--- config.mk ---
export PLATFORM = sky130hd
export DESIGN_NAME = spq_ctrl
export DESIGN_NICKNAME = d
export VERILOG_FILES = /design/src/sv/spq_pkg.sv /design/src/sv/spq_ctrl.sv
export SDC_FILE = /design/constraint.sdc
export NUM_CORES = 1
export LEC_CHECK = 0
export ABC_AREA = 1
export BUFFER_PORTS_ARGS = -buffer_cell sky130_fd_sc_hd__buf_2
export CORE_AREA = 2 2 39 41
export CTS_CLUSTER_SIZE = 12
export DETAILED_ROUTE_END_ITERATION = 10
export DIE_AREA = 0 0 41 43
export REMOVE_ABC_BUFFERS = 1
export SYNTH_ARGS = -nofsm -noshare
export SYNTH_HDL_FRONTEND = slang
export SYNTH_SLANG_ARGS = --single-unit
--- constraint.sdc ---
create_clock -name i_clk -period 0.8 [get_ports i_clk]
set_input_delay 0.16 -clock i_clk [delete_from_list [all_inputs] [get_ports i_clk]]
set_output_delay 0.16 -clock i_clk [all_outputs]
set_load 0.005 [all_outputs]
--- src/sv/spq_pkg.sv ---
`timescale 1ns / 1ps
// ============================================================================
// spq_pkg : shared types and codes for the sorted priority queue
// Operation codes, status codes, controller state and command bundle.
// ============================================================================
package spq_pkg;

    // operation codes on the func field; code 3 behaves as a peek
    localparam logic [1:0] FUNC_PUSH = 2'd0;
    localparam logic [1:0] FUNC_POP  = 2'd1;
    localparam logic [1:0] FUNC_PEEK = 2'd2;

    typedef enum logic [1:0] {
        STAT_OK        = 2'd0,
        STAT_POP_EMPTY = 2'd1,
        STAT_PUSH_FULL = 2'd2
    } t_status;

    typedef enum logic [1:0] {
        S_IDLE = 2'b01,
        S_EXEC = 2'b10
    } t_state;

    // controller to datapath
    typedef struct packed {
        logic load;   // capture the incoming item
        logic exec;   // apply the captured operation to the list
    } t_cmd;

endpackage

--- src/sv/spq_ctrl.sv ---
`timescale 1ns / 1ps
// ============================================================================
// spq_ctrl : sequencing controller
// Two-state machine (capture, execute) plus the result valid flag.
// ============================================================================
module spq_ctrl (
    input  logic              i_clk,
    input  logic              i_rst_n,
    input  logic              i_in_valid,
    input  logic              i_out_ready,
    output logic              o_in_ready,
    output logic              o_out_valid,
    output spq_pkg::t_cmd     o_cmd
);

    spq_pkg::t_state r_state, n_state;
    logic            r_out_valid, n_out_valid;
    logic            w_accept;

    // result slot is free now or drains at this edge
    assign o_in_ready  = (r_state == spq_pkg::S_IDLE) && (!r_out_valid || i_out_ready);
    assign w_accept    = i_in_valid && o_in_ready;
    assign o_out_valid = r_out_valid;

    assign o_cmd.load = w_accept;
    assign o_cmd.exec = (r_state == spq_pkg::S_EXEC);

    always_comb begin
        n_state = r_state;
        unique case (r_state)
            spq_pkg::S_IDLE: begin
                if (w_accept) begin
                    n_state = spq_pkg::S_EXEC;
                end
            end
            spq_pkg::S_EXEC: begin
                n_state = spq_pkg::S_IDLE;
            end
            default: begin
                n_state = spq_pkg::S_IDLE;
            end
        endcase
    end

    always_comb begin
        priority if (r_state == spq_pkg::S_EXEC) begin
            n_out_valid = 1'b1;
        end else if (i_out_ready) begin
            n_out_valid = 1'b0;
        end else begin
            n_out_valid = r_out_valid;
        end
    end

    always_ff @(posedge i_clk) begin
        if (!i_rst_n) begin
            r_state     <= spq_pkg::S_IDLE;
            r_out_valid <= 1'b0;
        end else begin
            r_state     <= n_state;
            r_out_valid <= n_out_valid;
        end
    end

endmodule

### Yosys cells after proc, flatten, opt, wreduce, memory -nomap -nowiden

Index checks and enable logic that the tools add are counted.

* flip-flop bits (word level): 3
* bits in read-only memories: 0
* memories kept: 0
* logic and storage cells: 12
* bits in writable memories: 0
* bits in latches: 0
* output and inout bits: 4
* input port bits: 4

* eq/ne operators: 2
* $add $sub $neg: 0
* magnitude comparators: 0
* $mul: 0
* bitwise gates (word level): 0
* multiplexer cells: 2
* reductions and logical operators: 6
* shifts and indexed selects: 0
* div/mod/pow operators: 0

Operators with widths (count)
* $eq 2x1->1 const B: 1
* $eq 2x2->1 const B: 1
* $logic_and 1x1->1: 2
* $mux 1: 2
* $reduce_and 2->1: 1
* $reduce_bool 2->1: 1
* $logic_not 1->1: 1
* $logic_or 1x1->1: 1

### Depth between registers and ports, before layout

Gate-level depths: netlist of the first run.

* word-level depth: 4
* gate-level depth with buffers: 5
* gate-level depth less buffers: 4

### Worst setup path after synthesis of the first run

Ideal clock, no wire load.

* kind: flip-flop to output port
* start: register r_out_valid, in the netlist o_out_valid
* end: output port o_cmd[1] (netlist name)
* required time: 640 ps
* slack: -16 ps
* cell stages (with the launch flop): 5
* path buffers: 1
* arrival time: 656 ps
* cell sequence: dfxtp_1 > nand2_1 > nand3_1 > inv_1 > buf_4

* word-level cells in the longest chain between the ends: 4

RTL lines
* from (decl): line spq_ctrl.sv:17 `logic r_out_valid, n_out_valid;`
* from (signal assigned): line spq_ctrl.sv:61 `r_out_valid <= n_out_valid;`
* $logic_not 1->1: line spq_ctrl.sv:21 `assign o_in_ready = (r_state == spq_pkg::S_IDLE) && (!r_out_valid || i_out_ready);`
* $logic_or 1x1->1: line spq_ctrl.sv:21
* $logic_and 1x1->1: line spq_ctrl.sv:21
* $logic_and 1x1->1: line spq_ctrl.sv:22 `assign w_accept = i_in_valid && o_in_ready;`
* to (decl): line spq_ctrl.sv:13 `output spq_pkg::t_cmd o_cmd`

Every way passes these cells.

==> impl_metrics.json, run 1 <==
{
  "status": "finished, violations left",
  "failed_checks": "setup timing",
  "die_w_um": 41,
  "diodes": 0,
  "dr.pass1.iters": 1,
  "yosys.area_share.xor_xnor_pct": 0,
  "hold_violations": 0,
  "ys_seq_area_share_pct": 41.4,
  "maxSlewViolCount": 0,
  "cts_htree_levels": 1,
  "synth_top_family_by_area": "buffers and inverters",
  "post-route-util_pct": 19.3,
  "yosys_register_bits": 3,
  "avgSynthCellArea_um2": 6.60,
  "totalWireLength_um": 321,
  "initial_core_util_pct": 10.5,
  "synthMuxAreaShare_pct": 0,
  "regToRegSetupSlack_ps": -90,
  "rsz0062_at_grt": "true",
  "dieHeight_um": 43,
  "drc": 0,
  "synth_top_area_share_pct": 41.4,
  "grt_antenna_before_repair": 0,
  "cellPowerDensity_mw_per_mm2": 1900,
  "synthCells": 22,
  "root_buffer": "clkbuf_4",
  "layout_common_cells": "buf_2 (6), inv_1 (4), buf_4 (4)",
  "fin_crit_ps": 1070,
  "fin_nets": 40,
  "max_slew_margin_pct": 93.2,
  "crit_fanout": 2,
  "gp_congestion": 0.437,
  "antenna_left": 0,
  "syn_to_final_growth_pct": 83.6,
  "final_common_cell": "buf_2",
  "synthAdderAreaFrac_pct": 0,
  "fillers": 160,
  "cts_buffer_depth": 2,
  "viasPerCell": 3.22,
  "dr_total_vias": 164,
  "ys_warn_count": 0,
  "setup_viol": 5,
  "required_ps": 640,
  "arrival_ps": 910,
  "drt_iter0_drc": 0,
  "cts_made_buffers": 3,
  "tritoncts": "done",
  "synth_top_area_cell": "dfxtp_1",
  "startpoint_type": "flop",
  "worstMarginPinSlew_ps": 101,
  "track_usage_pct": 4.21,
  "synth_area_leaders": "dfxtp_1 (41%), inv_1 (18%), buf_4 (10%)",
  "first_global_vias": 146,
  "rows": 14,
  "synth_area_um2": 145,
  "io_buffers": 7,
  "cts.sink_count": 3,
  "yosys.area_share.simple_pct": 26.7,
  "die-area_mm2": 0.00176,
  "ir_drop_uv": 372,
  "core_mm2": 0.00138,
  "layout-drive-gt1-share_pct": 71.4,
  "ios": 8,
  "finClkSkew_ps": 1.59,
  "ys_types": 8,
  "grt_first_pass_wirelength_um": 455,
  "wire_per_inst_um": 6.29,
  "critical_path_class": "flop to primary output",
  "clk_pin_slew_ps": 40,
  "cp-end-kind": "primary output",
  "cap_violations": 0,
  "fin_tns_setup_ps": -794,
  "overflow": 0,
  "synth_compound_area_share_pct": 3.45,
  "timing.fmax_mhz": 932,
  "grt_max_degree": 4,
  "setup_ws_ps": -272,
  "p_leak_nw": 0.149,
  "fin_crit_sh_pct": 134,
  "holdCritPathClass": "input pin to flop",
  "worstSkewPairLatency_ps": 230,
  "dp_hpwl_um": 217
}
[flip-flops by register name (all words and copies together) (netlist names)]
register and count:
o_out_valid 1, r_state 2
[worst paths after layout]
check / cells after the start / end / from
hold reg to reg: 2 / o_out_valid / o_out_valid
setup / recovery: 5 / o_cmd[1] / r_state[0]
hold / removal: 2 / r_state[0] / i_rst_n
setup reg to reg: 6 / r_state[0] / r_state[1]
[worst max-delay path, cell delays in order, from the launching register on]
cell	delay, ps
dfxtp_2	330
inv_2	40
nor2_2	80
nand3_2	90
inv_1	50
buf_2	100
[kinds of logic (layout without fill, tap and decap cells)]
group | after synthesis | in the layout
flip-flops | 3 | 3
buffers and inverters | 9 | 22
AO/OA/AOI/OAI | 1 | 1
AND/OR/NAND/NOR | 9 | 9
[stage by stage]
stage                     hold slack, ps  total power, mW  setup slack (ps)  cells  instance area [um2]
after floorplan                      244            0.190              77.5     20                  130
after global placement               361            0.219             -33.3     44                  193
after detailed placement             367            0.220             -52.8     44                  193
after CTS                            129            0.504              -287     50                  244
after global routing                 137            0.541              -322     51                  267
final                                135            0.505              -272     51                  267
[layout make-up]
type                            count  area, um2  share of cell area (%)
Timing Repair Buffer               11       71.3                    26.8
Sequential cell                     3       63.8                    23.9
Multi-Input combinational cell     10       58.8                    22.1
Clock buffer                        4       26.3                    9.86
Inverter                            7       26.3                    9.86
Tap cell                           16       20.0                    7.51
[layer usage]
layer / routed length, um / track usage (%)
met5: 0 / 0
met2: 201 / 6.56
met3: 13 / 1.57
met4: 0 / 6.00
met1: 106 / 2.88
[power by group]
part	switching [mW]	internal [mW]
clock	0.0717	0.186
sequential	0.00663	0.160
combinational	0.0337	0.0470
total	0.112	0.393
[cell usage after synthesis]
cell type,instances
dfxtp_1,3
nor2_2,1
a21oi_1,1
buf_4,2
nand3_1,2
inv_1,7
nor2_1,3
nand2_1,3
[what timing repair did]
item / in CTS / in global routing
hold buffers: 0 / 0
setup buffers: 2 / 1
endpoints found under the setup margin: 5 / 6
gates cloned: 0 / 0
resized for setup: 6 / 5
pin swaps: 2 / 2
No activity file was read; power rests on OpenSTA's default activity.
==> run 2, diff against run 1 <==
Settings changed: CAP_MARGIN set to 20, TNS_END_PERCENT set to 30.
==> run 2 against run 1 <==
Compared with the run above:
- the flow still finishes with violations (setup timing)
- power is 1.4% lower
- via count down 6.1%
- clock skew grew 1.7 ps
- clock power is 2% higher
- routed wire length down 8.1%
- die area unchanged
- non-clock buffer count fell by 2
- final area shrank 7.5%
==> impl_metrics.json, run 2 (same netlist as run 1, synthesis figures left out) <==
{
  "crit_fanout": 2,
  "combPwrFrac_pct": 13.6,
  "fillers": 158,
  "rows": 14,
  "share_seq_of_total_power_pct": 33.4,
  "dp.cells": 44,
  "antenna_left": 0,
  "cellPowerDensity_mw_per_mm2": 2020,
  "final_cells": 49,
  "hp-start": "i_rst_n",
  "max_slew_margin_pct": 93.7,
  "tritoncts": "done",
  "power.internal_mw": 0.384,
  "r2r-start": "o_out_valid",
  "seqCellArea_um2": 63.8,
  "clk_pin_slew_ps": 40,
  "largest_reg_flops": 2,
  "dieHeight_um": 43,
  "initial_core_util_pct": 10.5,
  "timing.fmax_mhz": 932,
  "crit_slowest_cell": "dfxtp_2",
  "dr_total_vias": 154,
  "status": "finished, violations left",
  "grt_antenna_before_repair": 0,
  "cts_made_buffers": 3,
  "drc": 0,
  "fin_tns_setup_ps": -692,
  "maxSlewViolCount": 0,
  "rsz0062_at_grt": "true",
  "finClkSkew_ps": 3.28,
  "core_mm2": 0.00138,
  "drt_iter0_drc": 4,
  "path_cells": "inv_2 -> nor2_2 -> nand3_2 -> inv_1 -> buf_2",
  "required_ps": 640,
  "layout-drive-gt1-share_pct": 66.7,
  "cp-end-kind": "primary output",
  "startpoint_type": "flop",
  "viasPerCell": 3.14,
  "multi_input_area_um2": 53.8,
  "netSwitchingFraction_pct": 22.9,
  "cts.sink_count": 3,
  "grt_max_degree": 4,
  "setup_viol": 5,
  "dr.pass1.iters": 2,
  "pwr-share-clk_pct": 53.0,
  "cap_violations": 0,
  "wire_per_inst_um": 6.02,
  "syn_to_final_growth_pct": 69.8,
  "root_buffer": "clkbuf_4",
  "p_leak_nw": 0.140,
  "cts_htree_levels": 1,
  "crit_buf_inv": 3,
  "arrival_ps": 910,
  "track_usage_pct": 4.21,
  "fin_nets": 38,
  "die-area_mm2": 0.00176,
  "layout_common_cells": "buf_2 (6), inv_1 (4)",
  "holdCritPathClass": "input pin to flop",
  "crit_family": "flip-flops",
  "p_sw_mw": 0.114,
  "worstSkewPairLatency_ps": 230,
  "first_global_vias": 141,
  "post-route-util_pct": 17.8,
  "slowest_delay_ps": 330,
  "final_common_cell": "buf_2",
  "gp_congestion": 0.437,
  "setup_ws_ps": -273,
  "cts_hold_repair.buffers": 0,
  "hold_violations": 0,
  "grt_first_pass_wirelength_um": 455,
  "diodes": 0,
  "critical_path_class": "flop to primary output",
  "overflow": 0,
  "ios": 8,
  "dp_hpwl_um": 217,
  "io_buffers": 7,
  "regMostFlops": "r_state",
  "hold_ws_ps": 146,
  "cts_buffer_depth": 2,
  "fin_crit_sh_pct": 134,
  "dp_slack_ps": -52.8,
  "die_w_um": 41,
  "totalWireLength_um": 295,
  "fin_crit_ps": 1070,
  "failed_checks": "setup timing",
  "worstMarginPinSlew_ps": 94.6,
  "crit_start": "r_state[0]",
  "ir_drop_uv": 387
}
-- run 2: cell types whose count changed in the layout (fill, tap and decap cells not counted), sizes merged --
cell and change:
buf -2
-- run 2: area by class of cell --
cell class / instances / area share, %
multi-input cells: 10 / 21.8
flip-flops and latches: 3 / 25.9
inverters: 7 / 10.7
well taps: 16 / 8.12
repair buffers: 9 / 22.8
clock buffers: 4 / 10.7
-- run 2: metal layers --
metal  vias up  part of all wire, %  global-route usage, %
li1         82                    -                      -
met1        68                   38                   2.88
met2         4                   58                   6.56
met3         0                  4.4                   1.57
met4         0                    0                   6.00
met5         -                    0                      0
-- run 2: power groups by stage --
stage / logic [mW] / registers, mW / clock network [mW]
floorplan: 0.0260 / 0.164 / 0
detailed placement: 0.0555 / 0.165 / 0
CTS: 0.0562 / 0.164 / 0.272
global placement: 0.0546 / 0.164 / 0
global route: 0.0762 / 0.167 / 0.284
finish: 0.0678 / 0.166 / 0.264
-- run 2: final timing paths --
path,slack [ps],to,cells after the start
max reg2reg,0,r_state[0],5
min,150,r_state[0],2
max,-270,o_cmd[1],5
min reg2reg,510,o_out_valid,2
-- run 2: repair_timing --
| item | in CTS | in global routing |
|---|---|---|
| endpoints found under the hold margin | 0 | 0 |
| resized for setup | 3 | 7 |
| setup endpoints to repair | 5 | 6 |
| pin swaps | 0 | 2 |
| buffers inserted | 0 | 1 |
-- run 2: through the flow --
step / instance area [um2] / power [mW]
after CTS: 221 / 0.492
after global routing: 246 / 0.527
after detailed placement: 193 / 0.220
after floorplan: 130 / 0.190
final: 246 / 0.498
after global placement: 193 / 0.219
